File: src/hw/rtl/dbs_pkg.sv
package dbs_pkg;

    localparam int MAX_ORDER_DEF = 16;
    localparam int MAX_ALPHABET  = 8;

    localparam int DIGIT_W   = 3;
    localparam int CHAR_W    = 8;
    localparam int K_W       = 4;
    localparam int N_W       = 5;
    localparam int LEN_W     = 49;
    localparam int CHARS_W   = 64;
    localparam int CFG_IDX_W = 3;

    // register indexes
    localparam logic [CFG_IDX_W-1:0] CFG_ALPHABET   = 3'd0;
    localparam logic [CFG_IDX_W-1:0] CFG_ORDER      = 3'd1;
    localparam logic [CFG_IDX_W-1:0] CFG_MAX_LENGTH = 3'd2;
    localparam logic [CFG_IDX_W-1:0] CFG_CHARS      = 3'd3;

    localparam logic [K_W-1:0]     K_RESET     = 4'd2;
    localparam logic [N_W-1:0]     N_RESET     = 5'd3;
    localparam logic [LEN_W-1:0]   LEN_RESET   = 49'h1_0000_0000_0000;
    localparam logic [CHAR_W-1:0]  CHAR_ZERO   = 8'h30;
    localparam logic [CHARS_W-1:0] CHARS_RESET = {48'd0, CHAR_ZERO + 8'd1, CHAR_ZERO};

    typedef enum logic [2:0] {
        S_IDLE,
        S_EMIT,
        S_SINIT,
        S_SRD,
        S_SCHK,
        S_CRD,
        S_CWR,
        S_DONE
    } t_state;

    typedef struct packed {
        logic start;
        logic rd_emit;
        logic latch_sym;
        logic init_i;
        logic rd_i;
        logic dec_i;
        logic inc_wr;
        logic rd_copy;
        logic wr_copy;
        logic pos_one;
        logic set_fin;
        logic finalize;
    } t_dp_cmd;

    typedef struct packed {
        logic finished;
        logic len_reached;
        logic pos_past;
        logic i_zero;
        logic digit_top;
        logic copy_done;
        logic divisible;
        logic out_free;
    } t_dp_stat;

endpackage

File: src/hw/rtl/dbs_if.sv
interface dbs_in_if;
    logic valid;
    logic ready;
    logic restart;

    modport source (output valid, output restart, input ready);
    modport sink   (input valid, input restart, output ready);
endinterface

interface dbs_out_if;
    logic       valid;
    logic       ready;
    logic [2:0] symbol_index;
    logic [7:0] symbol_char;
    logic       last;

    modport source (output valid, output symbol_index, output symbol_char, output last,
                    input ready);
    modport sink   (input valid, input symbol_index, input symbol_char, input last,
                    output ready);
endinterface

interface dbs_cfg_if;
    logic        valid;
    logic        ready;
    logic [2:0]  reg_index;
    logic [63:0] wr_data;

    modport source (output valid, output reg_index, output wr_data, input ready);
    modport sink   (input valid, input reg_index, input wr_data, output ready);
endinterface

File: src/hw/rtl/dbs_ram.sv
module dbs_ram #(
    parameter int WIDTH = 3,
    parameter int DEPTH = 17
) (
    input  logic                     i_clk,
    input  logic                     i_wr_en,
    input  logic [$clog2(DEPTH)-1:0] i_wr_addr,
    input  logic [WIDTH-1:0]         i_wr_data,
    input  logic                     i_rd_en,
    input  logic [$clog2(DEPTH)-1:0] i_rd_addr,
    output logic [WIDTH-1:0]         o_rd_data
);

    logic [WIDTH-1:0] r_mem [DEPTH];
    logic [WIDTH-1:0] r_rd_data;

    always_ff @(posedge i_clk) begin
        if (i_wr_en) begin
            r_mem[i_wr_addr] <= i_wr_data;
        end
        if (i_rd_en) begin
            r_rd_data <= r_mem[i_rd_addr];
        end
    end

    assign o_rd_data = r_rd_data;

endmodule

File: src/hw/rtl/dbs_ctrl.sv
module dbs_ctrl import dbs_pkg::*; (
    input  logic      i_clk,
    input  logic      i_rst_n,
    dbs_in_if.sink    i_req,
    input  t_dp_stat  i_stat,
    output t_dp_cmd   o_cmd
);

    t_state r_state;
    t_state n_state;
    logic   req_xfer;

    assign i_req.ready = (r_state == S_IDLE);
    assign req_xfer    = i_req.valid && i_req.ready;

    always_ff @(posedge i_clk) begin
        if (!i_rst_n) begin
            r_state <= S_IDLE;
        end else begin
            r_state <= n_state;
        end
    end

    always_comb begin
        n_state = r_state;
        unique case (r_state)
            S_IDLE: begin
                if (req_xfer && !i_req.restart && !i_stat.finished && !i_stat.len_reached) begin
                    n_state = S_EMIT;
                end
            end
            S_EMIT:  n_state = i_stat.pos_past ? S_SINIT : S_DONE;
            S_SINIT: n_state = S_SRD;
            S_SRD:   n_state = i_stat.i_zero ? S_DONE : S_SCHK;
            S_SCHK:  n_state = i_stat.digit_top ? S_SRD : S_CRD;
            S_CRD: begin
                if (!i_stat.copy_done) begin
                    n_state = S_CWR;
                end else if (i_stat.divisible) begin
                    n_state = S_DONE;
                end else begin
                    n_state = S_SINIT;
                end
            end
            S_CWR:   n_state = S_CRD;
            S_DONE:  n_state = i_stat.out_free ? S_IDLE : S_DONE;
            default: n_state = S_IDLE;
        endcase
    end

    always_comb begin
        o_cmd = '0;
        unique case (r_state)
            S_IDLE: begin
                if (req_xfer) begin
                    if (i_req.restart) begin
                        o_cmd.start = 1'b1;
                    end else if (!i_stat.finished) begin
                        if (i_stat.len_reached) begin
                            o_cmd.set_fin = 1'b1;
                        end else begin
                            o_cmd.rd_emit = 1'b1;
                        end
                    end
                end
            end
            S_EMIT:  o_cmd.latch_sym = 1'b1;
            S_SINIT: o_cmd.init_i = 1'b1;
            S_SRD: begin
                // no digit left to bump: the last prenecklace was reached
                if (i_stat.i_zero) begin
                    o_cmd.set_fin = 1'b1;
                end else begin
                    o_cmd.rd_i = 1'b1;
                end
            end
            S_SCHK: begin
                if (i_stat.digit_top) begin
                    o_cmd.dec_i = 1'b1;
                end else begin
                    o_cmd.inc_wr = 1'b1;
                end
            end
            S_CRD: begin
                if (!i_stat.copy_done) begin
                    o_cmd.rd_copy = 1'b1;
                end else if (i_stat.divisible) begin
                    o_cmd.pos_one = 1'b1;
                end
            end
            S_CWR:   o_cmd.wr_copy = 1'b1;
            S_DONE:  o_cmd.finalize = i_stat.out_free;
            default: o_cmd = '0;
        endcase
    end

endmodule

File: src/hw/rtl/dbs_datapath.sv
module dbs_datapath import dbs_pkg::*; #(
    parameter int MAX_ORDER = MAX_ORDER_DEF
) (
    input  logic      i_clk,
    input  logic      i_rst_n,
    input  t_dp_cmd   i_cmd,
    output t_dp_stat  o_stat,
    dbs_cfg_if.sink   i_cfg,
    dbs_out_if.source o_sym
);

    localparam int DEPTH = MAX_ORDER + 1;
    localparam int AW    = $clog2(MAX_ORDER + 1);
    localparam int CW    = $clog2(MAX_ORDER + 2);

    logic [K_W-1:0]     r_k_raw;
    logic [N_W-1:0]     r_n_raw;
    logic [LEN_W-1:0]   r_max_len;
    logic [CHARS_W-1:0] r_chars;

    logic [AW-1:0]      r_p;
    logic [CW-1:0]      r_pos;
    logic [LEN_W-1:0]   r_count;
    logic               r_finished;
    logic [AW-1:0]      r_i;
    logic [CW-1:0]      r_j;
    logic [DIGIT_W-1:0] r_sym;
    logic [DEPTH-1:0]   r_dig_valid;
    logic               r_rd_valid;

    logic               r_out_valid;
    logic [DIGIT_W-1:0] r_out_idx;
    logic [CHAR_W-1:0]  r_out_char;
    logic               r_out_last;

    logic               cfg_xfer;
    logic               cfg_start;
    logic               seq_start;
    logic [K_W-1:0]     eff_k;
    logic [AW-1:0]      eff_n;
    logic [DIGIT_W-1:0] k_top;
    logic [CW-1:0]      pos_clamp;
    logic [LEN_W-1:0]   count_inc;
    logic               len_hit;
    logic [MAX_ORDER:0] div_mask;
    logic               out_free;

    logic               ram_we;
    logic [AW-1:0]      ram_waddr;
    logic [DIGIT_W-1:0] ram_wdata;
    logic               ram_re;
    logic [AW-1:0]      ram_raddr;
    logic [DIGIT_W-1:0] ram_q;
    logic [DIGIT_W-1:0] rd_m;

    assign i_cfg.ready = 1'b1;
    assign cfg_xfer    = i_cfg.valid;
    assign cfg_start   = cfg_xfer && (i_cfg.reg_index == CFG_ALPHABET ||
                                      i_cfg.reg_index == CFG_ORDER);
    assign seq_start   = i_cmd.start || cfg_start;

    always_ff @(posedge i_clk) begin
        if (!i_rst_n) begin
            r_k_raw   <= K_RESET;
            r_n_raw   <= N_RESET;
            r_max_len <= LEN_RESET;
            r_chars   <= CHARS_RESET;
        end else if (cfg_xfer) begin
            unique case (i_cfg.reg_index)
                CFG_ALPHABET:   r_k_raw   <= i_cfg.wr_data[K_W-1:0];
                CFG_ORDER:      r_n_raw   <= i_cfg.wr_data[N_W-1:0];
                CFG_MAX_LENGTH: r_max_len <= i_cfg.wr_data[LEN_W-1:0];
                CFG_CHARS:      r_chars   <= i_cfg.wr_data;
                default: ;
            endcase
        end
    end

    // saturate k and n into their legal ranges
    always_comb begin
        if (r_k_raw < K_W'(2)) begin
            eff_k = K_W'(2);
        end else if (r_k_raw > K_W'(MAX_ALPHABET)) begin
            eff_k = K_W'(MAX_ALPHABET);
        end else begin
            eff_k = r_k_raw;
        end
        if (r_n_raw == '0) begin
            eff_n = AW'(1);
        end else if (32'(r_n_raw) > 32'(MAX_ORDER)) begin
            eff_n = AW'(MAX_ORDER);
        end else begin
            eff_n = AW'(r_n_raw);
        end
    end

    assign k_top = DIGIT_W'(eff_k - K_W'(1));

    // divisors of n, one bit per candidate period
    always_comb begin
        div_mask = '0;
        for (int d = 1; d <= MAX_ORDER; d++) begin
            for (int m = 1; m <= MAX_ORDER; m++) begin
                if (d * m <= MAX_ORDER && int'(eff_n) == d * m) begin
                    div_mask[d] = 1'b1;
                end
            end
        end
    end

    always_comb begin
        if (r_pos == '0 || r_pos > CW'(MAX_ORDER)) begin
            pos_clamp = CW'(1);
        end else begin
            pos_clamp = r_pos;
        end
    end

    // never-written digits read as zero
    assign rd_m = r_rd_valid ? ram_q : '0;

    always_comb begin
        ram_re = i_cmd.rd_emit || i_cmd.rd_i || i_cmd.rd_copy;
        if (i_cmd.rd_emit) begin
            ram_raddr = pos_clamp[AW-1:0];
        end else if (i_cmd.rd_i) begin
            ram_raddr = r_i;
        end else begin
            ram_raddr = AW'(r_j - CW'(r_i));
        end
        ram_we    = i_cmd.inc_wr || i_cmd.wr_copy;
        ram_waddr = i_cmd.inc_wr ? r_i : r_j[AW-1:0];
        ram_wdata = i_cmd.inc_wr ? DIGIT_W'(rd_m + DIGIT_W'(1)) : rd_m;
    end

    dbs_ram #(
        .WIDTH (DIGIT_W),
        .DEPTH (DEPTH)
    ) u_digits (
        .i_clk     (i_clk),
        .i_wr_en   (ram_we),
        .i_wr_addr (ram_waddr),
        .i_wr_data (ram_wdata),
        .i_rd_en   (ram_re),
        .i_rd_addr (ram_raddr),
        .o_rd_data (ram_q)
    );

    assign count_inc = r_count + LEN_W'(1);
    assign len_hit   = (count_inc >= r_max_len);
    assign out_free  = !r_out_valid || o_sym.ready;

    always_ff @(posedge i_clk) begin
        if (!i_rst_n) begin
            r_p         <= AW'(1);
            r_pos       <= CW'(1);
            r_count     <= '0;
            r_finished  <= 1'b0;
            r_dig_valid <= '0;
            r_out_valid <= 1'b0;
        end else begin
            if (seq_start) begin
                r_p         <= AW'(1);
                r_pos       <= CW'(1);
                r_count     <= '0;
                r_finished  <= 1'b0;
                r_dig_valid <= '0;
            end else begin
                if (i_cmd.rd_emit) begin
                    r_pos <= pos_clamp + CW'(1);
                end
                if (i_cmd.pos_one) begin
                    r_pos <= CW'(1);
                end
                if (i_cmd.inc_wr) begin
                    r_p <= r_i;
                end
                if (ram_we) begin
                    r_dig_valid[ram_waddr] <= 1'b1;
                end
                if (i_cmd.set_fin) begin
                    r_finished <= 1'b1;
                end
                if (i_cmd.finalize) begin
                    r_count <= count_inc;
                    if (len_hit) begin
                        r_finished <= 1'b1;
                    end
                end
            end
            if (i_cmd.finalize) begin
                r_out_valid <= 1'b1;
            end else if (o_sym.ready) begin
                r_out_valid <= 1'b0;
            end
        end
    end

    always_ff @(posedge i_clk) begin
        if (ram_re) begin
            r_rd_valid <= r_dig_valid[ram_raddr];
        end
        if (i_cmd.init_i) begin
            r_i <= eff_n;
        end else if (i_cmd.dec_i) begin
            r_i <= r_i - AW'(1);
        end
        if (i_cmd.inc_wr) begin
            r_j <= CW'(r_i) + CW'(1);
        end else if (i_cmd.wr_copy) begin
            r_j <= r_j + CW'(1);
        end
        if (i_cmd.latch_sym) begin
            r_sym <= rd_m;
        end
        if (i_cmd.finalize) begin
            r_out_idx  <= r_sym;
            r_out_char <= r_chars[{r_sym, 3'b000} +: CHAR_W];
            r_out_last <= r_finished || len_hit;
        end
    end

    assign o_sym.valid        = r_out_valid;
    assign o_sym.symbol_index = r_out_idx;
    assign o_sym.symbol_char  = r_out_char;
    assign o_sym.last         = r_out_last;

    always_comb begin
        o_stat.finished    = r_finished;
        o_stat.len_reached = (r_count >= r_max_len);
        o_stat.pos_past    = (r_pos > CW'(r_p));
        o_stat.i_zero      = (r_i == '0);
        o_stat.digit_top   = (rd_m >= k_top);
        o_stat.copy_done   = (r_j > CW'(eff_n));
        o_stat.divisible   = div_mask[r_p];
        o_stat.out_free    = out_free;
    end

endmodule

File: src/hw/rtl/de_bruijn_sequence_generator.sv
// channel  dir  handshake      payload
// i_req    in   valid/ready    restart
// i_cfg    in   valid/ready    reg_index[2:0], wr_data[63:0]
// o_sym    out  valid/ready    symbol_index[2:0], symbol_char[7:0], last
//
// Restart, a request after the end, or an empty request: no result; the block stays idle.
// A symbol that stays in the current prenecklace goes from S_EMIT straight to S_DONE.
// Otherwise each successor step scans digits (S_SRD, S_SCHK) and then copies
// digits (S_CRD, S_CWR), all through the single read port of the digit RAM.
// Synchronous reset; digits clear through per-entry valid bits, no clearing pass.
// A stalled result holds in o_sym; the next request is taken meanwhile.
module de_bruijn_sequence_generator import dbs_pkg::*; #(
    parameter int MAX_ORDER = MAX_ORDER_DEF
) (
    input  logic      i_clk,
    input  logic      i_rst_n,
    dbs_in_if.sink    i_req,
    dbs_cfg_if.sink   i_cfg,
    dbs_out_if.source o_sym
);

    t_dp_cmd  dp_cmd;
    t_dp_stat dp_stat;

    dbs_ctrl u_ctrl (
        .i_clk   (i_clk),
        .i_rst_n (i_rst_n),
        .i_req   (i_req),
        .i_stat  (dp_stat),
        .o_cmd   (dp_cmd)
    );

    dbs_datapath #(
        .MAX_ORDER (MAX_ORDER)
    ) u_datapath (
        .i_clk   (i_clk),
        .i_rst_n (i_rst_n),
        .i_cmd   (dp_cmd),
        .o_stat  (dp_stat),
        .i_cfg   (i_cfg),
        .o_sym   (o_sym)
    );

endmodule

File: src/flat_wrapper.sv
// flat-port wrapper written by rule: the top's interface ports become plain ports
module de_bruijn_sequence_generator_flat import dbs_pkg::*;
#(
    parameter int MAX_ORDER = MAX_ORDER_DEF
)
  (i_clk, i_rst_n, i_req_valid, i_req_restart, i_req_ready, i_cfg_valid, i_cfg_reg_index, i_cfg_wr_data, i_cfg_ready, o_sym_valid, o_sym_symbol_index, o_sym_symbol_char, o_sym_last, o_sym_ready);
  dbs_in_if i_req_i ();
  dbs_cfg_if i_cfg_i ();
  dbs_out_if o_sym_i ();
  input  logic i_clk;
  input  logic i_rst_n;
  input wire logic [$bits(i_req_i.valid)-1:0] i_req_valid;
  input wire logic [$bits(i_req_i.restart)-1:0] i_req_restart;
  output wire logic [$bits(i_req_i.ready)-1:0] i_req_ready;
  input wire logic [$bits(i_cfg_i.valid)-1:0] i_cfg_valid;
  input wire logic [$bits(i_cfg_i.reg_index)-1:0] i_cfg_reg_index;
  input wire logic [$bits(i_cfg_i.wr_data)-1:0] i_cfg_wr_data;
  output wire logic [$bits(i_cfg_i.ready)-1:0] i_cfg_ready;
  output wire logic [$bits(o_sym_i.valid)-1:0] o_sym_valid;
  output wire logic [$bits(o_sym_i.symbol_index)-1:0] o_sym_symbol_index;
  output wire logic [$bits(o_sym_i.symbol_char)-1:0] o_sym_symbol_char;
  output wire logic [$bits(o_sym_i.last)-1:0] o_sym_last;
  input wire logic [$bits(o_sym_i.ready)-1:0] o_sym_ready;
  assign i_req_i.valid = i_req_valid;
  assign i_req_i.restart = i_req_restart;
  assign i_req_ready = i_req_i.ready;
  assign i_cfg_i.valid = i_cfg_valid;
  assign i_cfg_i.reg_index = i_cfg_reg_index;
  assign i_cfg_i.wr_data = i_cfg_wr_data;
  assign i_cfg_ready = i_cfg_i.ready;
  assign o_sym_valid = o_sym_i.valid;
  assign o_sym_symbol_index = o_sym_i.symbol_index;
  assign o_sym_symbol_char = o_sym_i.symbol_char;
  assign o_sym_last = o_sym_i.last;
  assign o_sym_i.ready = o_sym_ready;
  de_bruijn_sequence_generator #(.MAX_ORDER(MAX_ORDER)) u_core (.i_clk(i_clk), .i_rst_n(i_rst_n), .i_req(i_req_i), .i_cfg(i_cfg_i), .o_sym(o_sym_i));
endmodule
File: config.mk
export PLATFORM = sky130hd
export DESIGN_NAME = de_bruijn_sequence_generator_flat
export DESIGN_NICKNAME = d
export VERILOG_FILES = /design/src/hw/rtl/dbs_pkg.sv /design/src/hw/rtl/dbs_if.sv /design/src/hw/rtl/dbs_ram.sv /design/src/hw/rtl/dbs_ctrl.sv /design/src/hw/rtl/dbs_datapath.sv /design/src/hw/rtl/de_bruijn_sequence_generator.sv /design/src/flat_wrapper.sv
export SDC_FILE = /design/constraint.sdc
export NUM_CORES = 1
export LEC_CHECK = 0
export ABC_AREA = 1
export ABC_CLOCK_PERIOD_IN_PS = 3900
export BUFFER_PORTS_ARGS = -buffer_cell sky130_fd_sc_hd__buf_2
export CAP_MARGIN = 30
export CELL_PAD_IN_SITES_DETAIL_PLACEMENT = 0
export CELL_PAD_IN_SITES_GLOBAL_PLACEMENT = 1
export CORE_MARGIN = 5
export CORE_UTILIZATION = 42
export DETAILED_ROUTE_END_ITERATION = 8
export PLACE_DENSITY_LB_ADDON = 0.1
export RECOVER_POWER = 50
export REMOVE_ABC_BUFFERS = 1
export SYNTH_ARGS = -nofsm -noshare
export SYNTH_HDL_FRONTEND = slang
export SYNTH_SLANG_ARGS = --single-unit
File: constraint.sdc
create_clock -name i_clk -period 3.9 [get_ports i_clk]
set_input_delay 0.585 -clock i_clk [delete_from_list [all_inputs] [get_ports i_clk]]
set_output_delay 0.585 -clock i_clk [all_outputs]
set_load 0.05 [all_outputs]
==> run metrics, run 1 <==
Crit-path slowest cell dfxtp_2; post-DP HPWL 35920 um; Final nets 2453; Final min period 3826 ps; Hold Crit Endpoint u_core.u_datapath.r_chars[59]; mean post-synth cell area 7.572 um2; Final setup viols 0; Die Y 206.2 um; global-route wire length before repair 75610 um; final wirelength 48490 um; Max clock buf depth 3; number of buffers and inverters on the critical path 3; Vias 14308; FF+latch count, synth 283; top_reg_cell synth dfxtp_1; Worst-Margin Slew 2587 ps; placed insts 2719; Worst-path clk slew 60 ps; FFs w/ async S/R, synth 0%; power density over the cells 401.1 nW/um2; violated checks max-capacitance violations, max-slew violations; Worst-Skew Late Latency 550 ps; total CTS buffers 36; setup TNS 0 ps; max-slew violations 172; cells on worst reg2reg path 24; YS warnings 0; drt wl/cell 17.36 um; Overflow after GRT 0; status finished with violations; Post-Syn Area 16170 um2; area leader, netlist dfxtp_1; Cell variety after synth 54; largest cells by area after synthesis dfxtp_1 (25%), edfxtp_1 (15%), ha_1 (9.7%), nand2_1 (7.3%), inv_1 (7.0%); WP data required 4210 ps; CP Class flip-flop to flip-flop; number of port buffers 86; Area Growth Syn to Fin 17.41%; Max Clock Freq 261.4 MHz; Root Driver clkbuf_16; fin crit share 98.09%; Setup Skew 17.41 ps; die area 42520 um2; non-filler instance count after layout 2793; DR pass1 iterations 5; GRT Total Usage 22.63%; DRC 0; ANT cells 0; starting density of the core 42.72%; number of H-tree levels 2; Cells after Synth 2135; share of post-route cells with drive strength above 1 12.36%; antenna violations before repair 1; HP Class input port to flip-flop; Die W 206.2 um; Worst path depth 24; Worst R2R End u_core.u_datapath.o_sym.last; initial DRC count 835; Hold WS 261.2 ps; vias in the first global route 13702; clock sinks 283; DP Worst Slack -26.69 ps; Slew Limit Headroom -72.46%; max-cap violations 4; Reg2Reg Setup Slack 70 ps; hold path cells 3; Setup WS post-layout 74.41 ps; reg2reg start u_core.u_datapath.r_count[0]; number of flops mapped to enable cells by yosys 80; vias per cell 5.123; most common cell type on the critical path nand3_2; TritonCTS clock tree yes; VDD IR max 349.5 uV; CP max FO 3; top post-synthesis cells by count nand2_1 (314), inv_1 (302), nor2_1 (241), a21oi_1 (211), o21ai_0 (211); register area share after synthesis 40.00%; HP Start i_cfg_wr_data[59]; Startpoint Class flip-flop; Final Hold Vio Count 0; post-route ant nets 0; Hold-fix buffers, CTS 0; CP max stage delay 360 ps; pin count of the biggest net entering global routing 74; critical path's top delay family simple AND/OR/NAND/NOR gates; Worst EP arrival 4130 ps; GPL Wtd Cong 0.8896; RSZ-0062 raised after global routing true; core box area 37840 um2; most common cell in the synthesized netlist nand2_1; I/O Pins 88; CP Capture Type flip-flop; Placement Rows 71; Synth top area share 25.14%; CP Cell Sequence ha_4 -> nand3_2 -> nor2_4 -> nand2_4 -> nor2_4 -> nand3_2 -> inv_2 -> nand2_4 -> nor2_8 -> buf_4 -> nand4_4 -> nor3_4 -> nand3_2 -> nor2_4 -> xor2_2 -> inv_1 -> ha_4 -> nand2_2 -> nor2_1 -> a211oi_2 -> o2111ai_1 -> nor2_1 -> nand3_2 -> or2_2; Pleak 8.524 nW
-- metal layers --
layer	wire length, um	up-vias	GRT usage [%]
li1	-	7348	-
met1	22410	6580	30.90
met2	22450	313	37.55
met3	2364	67	3.044
met4	1263	0	6.702
met5	0	-	0
-- worst max path at each step --
stage	slack, ps	start	end
2_1_floorplan	-80	u_core.u_ctrl.r_state[0]	u_core.u_datapath.r_count[10]
3_3_place_gp	30	u_core.u_datapath.r_count[1]	u_core.u_datapath.o_sym.last
3_5_place_dp	-30	u_core.u_datapath.r_count[1]	u_core.u_datapath.o_sym.last
4_1_cts	30	u_core.u_datapath.r_count[1]	u_core.u_datapath.o_sym.last
5_1_grt	-210	u_core.u_datapath.r_count[0]	u_core.u_datapath.o_sym.last
6_report	70	u_core.u_datapath.r_count[0]	u_core.u_datapath.o_sym.last
-- flip-flops by register name, indices dropped and copies added (netlist names), 3 cells and up --
signal	cells
u_core.u_datapath.r_count	49
u_core.u_datapath.r_sym	3
u_core.u_datapath.r_i	5
u_core.u_datapath.r_pos	5
u_core.u_datapath.r_max_len	49
u_core.u_datapath.u_digits.r_mem	51
u_core.u_datapath.r_p	5
u_core.u_datapath.r_k_raw	4
u_core.u_datapath.u_digits.o_rd_data	3
u_core.u_ctrl.r_state	3
u_core.u_datapath.r_j	5
u_core.u_datapath.r_n_raw	5
u_core.u_datapath.o_sym.symbol_char	8
u_core.u_datapath.o_sym.symbol_index	3
u_core.u_datapath.r_chars	64
u_core.u_datapath.r_dig_valid	17
-- final cells by class --
class | count | area [um2]
Clock buffer | 54 | 1115
Sequential cell | 283 | 6472
Multi-Input combinational cell | 1458 | 8438
Clock inverter | 12 | 145.1
Fill cell | 3824 | 18860
Inverter | 318 | 1194
Tap cell | 511 | 639.4
Timing Repair Buffer | 157 | 977.2
-- stage by stage --
step	util [%]	total power [mW]	area, um2
after global placement	46.11	4.142	17450
after CTS	49.44	7.687	18710
after floorplan	-	3.760	15860
final	50.16	7.613	18980
after global routing	50.16	7.938	18980
after detailed placement	46.11	4.149	17450
-- tightest hold or removal path, cell delays in order --
cell and delay (ps):
buf_2 70, nor2_1 30, nor2_1 80
-- power breakdown --
part,switching [mW],leakage [nW],internal [mW]
sequential,0.0352,2.38,3.11
clock,1.33,0.622,2.19
combinational,0.633,5.53,0.309
total,2.00,8.52,5.61
-- placed cells by master (no fill, tap or decap), drive strengths merged, types with 19 or more instances in the layout --
master and n:
nor3 31, nor2 251, nand3b 24, o21ai 226
buf 137, a21oi 211, nand4 44, edfxtp 80
o21a 19, ha 125, inv 319, dfxtp 203
nand3 95, clkbuf 74, xor2 46, nand2 319
-- logic make-up after synthesis --
logic type	Yosys count	share of synthesized area, %
AO/OA/AOI/OAI	498	16.36
XOR/XNOR	51	2.763
adder cells (fa/ha/maj)	126	9.798
flip-flops	283	40.00
AND/OR/NAND/NOR	782	21.76
buffers and inverters	394	9.295
other	1	0.02320
-- timing repair --
action	in CTS	in global routing
resized for setup	1	51
pin swaps	0	18
endpoints found under the setup margin	1	25
buffers inserted	0	7
No activity file was read; power rests on OpenSTA's default activity.
==> inputs of run 2 (changes only) <==
BUFFER_PORTS_ARGS = default   (was -buffer_cell sky130_fd_sc_hd__buf_2)
CORE_UTILIZATION = 43   (was 42)
DONT_BUFFER_PORTS = 1   (was default)
==> run 2 against run 1 <==
Compared with the run above:
- the flow still finishes with violations (max-capacitance violations, max-slew violations)
- total power decreased by 3.0%
- cell area decreased by 2.0%
- clock skew decreased by 5.4 ps
- wire length decreased by 1.7%
- sequential share of layout area increased by 0.72 points
- die area decreased by 2.2%
==> run metrics, run 2 (synthesis results as in run 1) <==
status finished with violations (unchanged); violated checks max-capacitance violations, max-slew violations (unchanged); cells on worst reg2reg path 26 (was 24); Worst EP arrival 4080 ps (was 4130 ps); starting density of the core 43.23% (was 42.72%); Slew Limit Headroom -5.216% (was -72.46%); core box area 37400 um2 (was 37840 um2); CP max FO 3 (unchanged); final core utilization 49.71% (was 50.16%); most common cell type on the critical path inv_1 (was nand3_2); Worst R2R End u_core.u_datapath.o_sym.last (unchanged); Reg2Reg Setup Slack 90 ps (was 70 ps); post-route ant nets 0 (unchanged); Worst-path clk slew 60 ps (about the same); largest registers u_core.u_datapath.r_chars: 64 flops, u_core.u_datapath.u_digits.r_mem: 51 flops (unchanged); GPL Wtd Cong 0.8921 (was 0.8896); Setup Skew 12.04 ps (was 17.41 ps); Setup crit end u_core.u_datapath.o_sym.last (unchanged); total CTS buffers 35 (was 36); max-cap violations 3 (was 4); HP Class input port to flip-flop (unchanged); TritonCTS clock tree yes (unchanged); initial DRC count 848 (was 835); post-DP HPWL 35340 um (was 35920 um); DR pass1 iterations 5 (unchanged); Startpoint Class flip-flop (unchanged); WP data required 4170 ps (was 4210 ps); number of H-tree levels 2 (unchanged); drt wl/cell 17.58 um (was 17.36 um); number of buffers and inverters on the critical path 5 (was 3); Pleak 8.220 nW (was 8.524 nW); max FFs per register 64 (unchanged); Root Driver clkbuf_16 (unchanged); DP Worst Slack -8.651 ps (was -26.69 ps); critical path's top delay family simple AND/OR/NAND/NOR gates (unchanged); Final nets 2375 (was 2453); clock sinks 283 (unchanged); ANT cells 0 (unchanged); Worst path depth 26 (was 24); vias in the first global route 13265 (was 13702); Die Y 203.9 um (was 206.2 um); most frequent cells in the layout nand2_1 (310), inv_1 (298), nor2_1 (238) (was nand2_1 (311), inv_1 (297), nor2_1 (232)); Hold-fix buffers, CTS 0 (unchanged); CP Capture Type flip-flop (unchanged); VDD IR max 348.3 uV (was 349.5 uV); Placement Rows 71 (unchanged); Overflow after GRT 0 (unchanged); Final Hold Vio Count 0 (unchanged); Setup WS post-layout 90.45 ps (was 74.41 ps); start point of the critical path u_core.u_datapath.r_count[0] (unchanged); Max Clock Freq 262.5 MHz (was 261.4 MHz); Crit-path slowest cell dfxtp_2 (unchanged); Final setup viols 0 (unchanged); pin count of the biggest net entering global routing 125 (was 74); final wirelength 47680 um (was 48490 um); antenna violations before repair 0 (was 1); Area Growth Syn to Fin 15.00% (was 17.41%); max-slew violations 154 (was 172); vias per cell 5.157 (was 5.123); GRT Total Usage 22.39% (was 22.63%); Final min period 3810 ps (was 3826 ps); reg2reg start u_core.u_datapath.r_count[0] (unchanged); CP Class flip-flop to flip-flop (unchanged); Worst-Margin Slew 1578 ps (was 2587 ps); CP max stage delay 360 ps (about the same); fin crit share 97.68% (was 98.09%); share of post-route cells with drive strength above 1 9.764% (was 12.36%); DRC 0 (unchanged); number of port buffers 0 (was 86); RSZ-0062 raised after global routing true (unchanged); global-route wire length before repair 73820 um (was 75610 um); Top reg by flops u_core.u_datapath.r_chars (unchanged); Vias 13992 (was 14308); commonest non-fill, non-tap cell in the layout nand2_1 (unchanged); power density over the cells 397.1 nW/um2 (was 401.1 nW/um2); Worst-Skew Late Latency 530 ps (was 550 ps); Max clock buf depth 3 (unchanged); Die W 203.9 um (was 206.2 um); die area 41580 um2 (was 42520 um2); I/O Pins 88 (unchanged)
-- run 2: what timing repair did --
action / 4_1_cts / 5_1_grt
buffers inserted: 0 / 19
gates resized for setup: 1 / 62
setup endpoints to repair: 1 / 6
cloned: 0 / 0
pin swaps: 0 / 32
-- run 2: final cells by class --
class                   instances  area (um2)
clock buffers                  47        1013
clock inverters                16       185.2
fillers                      3688       18810
inverters                     318        1194
multi-input cells            1458        8494
flip-flops and latches        283        6474
well taps                     511       639.4
repair buffers                 80       591.8
-- run 2: worst register-to-register path, cell delays in order, from the launching register on --
cell	delay (ps)
dfxtp_2	360
ha_4	160
nand3_4	90
nor2_4	140
nand2_4	70
nor2_4	110
nand3_2	90
inv_2	90
nand2_4	70
nor2_8	150
nand3_4	100
nor3_4	220
inv_1	90
nor2_2	140
inv_2	50
nand2_1	90
inv_1	50
ha_1	280
nand2_1	70
inv_1	40
o21ai_2	110
a21oi_2	80
a2111oi_4	350
a21oi_1	110
nor2_1	130
nand3_2	80
or2_4	240
-- run 2: power by group --
group	internal [mW]	total (mW)	switching [mW]	leakage [nW]
logic	0.274	0.862	0.588	5.26
clock network	2.09	3.38	1.29	0.585
registers	3.11	3.15	0.0331	2.38
-- run 2: stage by stage --
stage | hold WS [ps] | setup TNS, ps | cell area (um2) | power, mW | cells
after floorplan | 423.6 | -1559 | 15860 | 3.760 | 2059
after global placement | 437.1 | 0 | 16980 | 4.065 | 2631
after detailed placement | 445.1 | -8.651 | 16980 | 4.072 | 2631
after CTS | 144.9 | 0 | 18180 | 7.477 | 2694
after global routing | 174.5 | -294.0 | 18590 | 7.715 | 2713
final | 191.3 | 0 | 18590 | 7.384 | 2713
-- run 2: layer usage --
layer	up-vias	routed length (um)	track usage [%]
met4	0	1264	7.010
li1	7180	-	-
met3	64	2488	4.094
met5	-	0	0
met2	282	22060	36.75
met1	6466	21870	30.12
-- run 2: how the worst min path moves through the flow --
stage	to	slack (ps)	cells past startpoint	from
finish	u_core.u_datapath.r_k_raw[1]	190	2	i_cfg_wr_data[1]
global route	u_core.u_datapath.r_chars[28]	170	2	i_cfg_wr_data[28]
CTS	u_core.u_datapath.r_chars[13]	140	1	i_rst_n
detailed placement	u_core.u_datapath.r_chars[50]	450	2	u_core.u_datapath.r_chars[50]
global placement	u_core.u_datapath.r_dig_valid[5]	440	1	u_core.u_datapath.r_dig_valid[5]
floorplan	u_core.u_datapath.r_chars[12]	420	2	u_core.u_datapath.r_chars[12]
==> inputs of run 3 (changes only) <==
--- a/config.mk
+++ b/config.mk
@@ -8,11 +8,12 @@
 export ABC_AREA = 1
 export ABC_CLOCK_PERIOD_IN_PS = 3900
+export BUFFER_PORTS_ARGS = -buffer_cell sky130_fd_sc_hd__buf_2
 export CAP_MARGIN = 30
 export CELL_PAD_IN_SITES_DETAIL_PLACEMENT = 0
 export CELL_PAD_IN_SITES_GLOBAL_PLACEMENT = 1
 export CORE_MARGIN = 5
-export CORE_UTILIZATION = 43
+export CORE_UTILIZATION = 42
 export DETAILED_ROUTE_END_ITERATION = 8
-export DONT_BUFFER_PORTS = 1
+export HOLD_SLACK_MARGIN = 0.15
 export PLACE_DENSITY_LB_ADDON = 0.1
 export RECOVER_POWER = 50
==> constraint.sdc (replaced) <==
create_clock -name i_clk -period 3.9 [get_ports i_clk]
set_input_delay 0.195 -clock i_clk [delete_from_list [all_inputs] [get_ports i_clk]]
set_output_delay 0.195 -clock i_clk [all_outputs]
set_load 0.05 [all_outputs]
==> run 3 against run 2 <==
Compared with the run above:
- the flow still finishes with violations (max-capacitance violations, max-slew violations)
- cell count up 6.2%
- via count up 5.6%
- core utilization up 2.5 points
- flip-flop and latch count unchanged
- global-route usage up 0.64 points
- clock power about the same
- first-iteration DRC count up 5.7%
- clock skew up 3.5 ps
- hold slack worse by 26 ps
- non-clock buffer count up 166
- sequential power about the same
- critical path type unchanged
==> run metrics, run 3 (synthesis results as in run 1) <==
global-route wire length before repair 77240 um (was 73820 um); share of post-route cells with drive strength above 1 11.44% (was 9.764%); GRT Total Usage 23.03% (was 22.39%); vias in the first global route 14397 (was 13265); Final Hold Vio Count 0 (unchanged); Pleak 8.855 nW (was 8.220 nW); Worst-path clk slew 60 ps (about the same); Cell Area, Placed 17460 um2 (was 16980 um2); die area 42520 um2 (was 41580 um2); I/O Pins 88 (unchanged); starting density of the core 42.72% (was 43.23%); GPL Wtd Cong 0.8906 (was 0.8921); antenna violations before repair 1 (was 0); DP Worst Slack -125.6 ps (was -8.651 ps); Setup WS post-layout 96.62 ps (was 90.45 ps); drt wl/cell 16.99 um (was 17.58 um); core box area 37840 um2 (was 37400 um2); violated checks max-capacitance violations, max-slew violations (unchanged); Die W 206.2 um (was 203.9 um); pin count of the biggest net entering global routing 85 (was 125); vias per cell 5.130 (was 5.157); Die Y 206.2 um (was 203.9 um); Final nets 2541 (was 2375); CP Capture Type flip-flop (unchanged); Worst EP arrival 4100 ps (was 4080 ps); Overflow after GRT 0 (unchanged); total CTS buffers 35 (unchanged); initial DRC count 896 (was 848); power density over the cells 379.3 nW/um2 (was 397.1 nW/um2); ANT cells 0 (unchanged); status finished with violations (unchanged); HP Class input port to flip-flop (unchanged); commonest non-fill, non-tap cell in the layout nand2_1 (unchanged); fin crit share 97.52% (was 97.68%); VDD IR max 398.1 uV (was 348.3 uV); Area Growth Syn to Fin 22.17% (was 15.00%); number of H-tree levels 2 (unchanged); Root Driver clkbuf_16 (unchanged); Crit-path slowest cell dfxtp_4 (was dfxtp_2); number of buffers and inverters on the critical path 4 (was 5); clock sinks 283 (unchanged); final wirelength 48930 um (was 47680 um); final instance area 19750 um2 (was 18590 um2); max FFs per register 64 (unchanged); Startpoint Class flip-flop (unchanged); Final setup viols 0 (unchanged); Max Clock Freq 262.9 MHz (was 262.5 MHz); most frequent cells in the layout nand2_1 (313), inv_1 (299), nor2_1 (240) (was nand2_1 (310), inv_1 (298), nor2_1 (238)); critical path's top delay family simple AND/OR/NAND/NOR gates (unchanged); post-route ant nets 0 (unchanged); CP Class flip-flop to flip-flop (unchanged); post-DP HPWL 36000 um (was 35340 um); max-slew violations 158 (was 154); CP max stage delay 370 ps (was 360 ps); Vias 14774 (was 13992); DRC 0 (unchanged); DR pass1 iterations 5 (unchanged); Top reg by flops u_core.u_datapath.r_chars (unchanged); TritonCTS clock tree yes (unchanged); setup TNS 0 ps (unchanged); max-cap violations 3 (unchanged); Worst-Skew Late Latency 540 ps (was 530 ps); RSZ-0062 raised after global routing true (unchanged); Slew Limit Headroom -24.30% (was -5.216%); Reg2Reg Setup Slack 100 ps (was 90 ps); Final min period 3803 ps (was 3810 ps); Placement Rows 71 (unchanged); WP data required 4200 ps (was 4170 ps); Max clock buf depth 3 (unchanged); final core utilization 52.19% (was 49.71%); largest registers u_core.u_datapath.r_chars: 64 flops, u_core.u_datapath.u_digits.r_mem: 51 flops (unchanged); number of port buffers 86 (was 0); Worst-Margin Slew 1864 ps (was 1578 ps); Setup Skew 15.57 ps (was 12.04 ps); CP max FO 3 (unchanged)
-- run 3: cell count changes in the layout (fill, tap and decap cells not counted), moves of 3 or more --
cell | previous run | this run
nand2_2 | 7 | 4
nand2_1 | 310 | 313
buf_2 | 0 | 70
clkbuf_1 | 13 | 26
dlygate4sd3_1 | 0 | 84
a21oi_2 | 3 | 0
a21oi_1 | 208 | 211
-- run 3: layer usage --
metal | up-vias | global-route usage [%] | wire length [um]
met5 | - | 0 | 0
met4 | 0 | 6.583 | 1183
met3 | 65 | 2.746 | 2075
met2 | 292 | 39.13 | 23060
met1 | 6895 | 30.99 | 22610
li1 | 7522 | - | -
-- run 3: worst reg2reg max path, delay by kind of cell, from the launching register on --
family / cells / cell delay (ps)
compound gates: 2 / 290
xor+xnor: 1 / 160
fa+ha+maj: 2 / 410
buf+inv: 4 / 390
flops: 1 / 370
simple gates: 16 / 1950
-- run 3: cell type report --
type / instances / area, um2
Sequential cell: 283 / 6475
Clock inverter: 19 / 214.0
Inverter: 318 / 1194
Clock buffer: 45 / 964.7
Multi-Input combinational cell: 1458 / 8417
Timing Repair Buffer: 246 / 1847
Tap cell: 511 / 639.4
Fill cell: 3733 / 18090
-- run 3: worst paths after layout --
kind                                 startpoint                             to  cells after the start
setup reg to reg   u_core.u_datapath.r_count[1]   u_core.u_datapath.o_sym.last                     25
setup / recovery   u_core.u_datapath.r_count[1]   u_core.u_datapath.o_sym.last                     25
hold / removal                      i_req_valid   u_core.u_datapath.r_finished                      7
hold reg to reg   u_core.u_datapath.r_chars[40]  u_core.u_datapath.r_chars[40]                      2
-- run 3: power by group --
group          total, mW  internal, mW  leakage [nW]  switching (mW)
logic              0.996         0.353          5.90           0.644
clock network       3.35          2.02         0.579            1.32
registers           3.15          3.11          2.38          0.0345
-- run 3: stage by stage --
stage | power, mW | hold WS, ps | std cells
final | 7.490 | 165.6 | 2880
after global routing | 7.819 | 215.6 | 2880
after CTS | 7.580 | 152.1 | 2869
after detailed placement | 4.149 | 422.2 | 2719
after global placement | 4.141 | 415.4 | 2719
after floorplan | 3.760 | 279.1 | 2059
-- run 3: timing repair --
item	CTS	global route
endpoints found under the setup margin	2	2
pin swaps	4	20
cloned	0	0
hold buffers	84	0
setup buffers	2	11
resized for setup	10	31
endpoints found under the hold margin	124	0
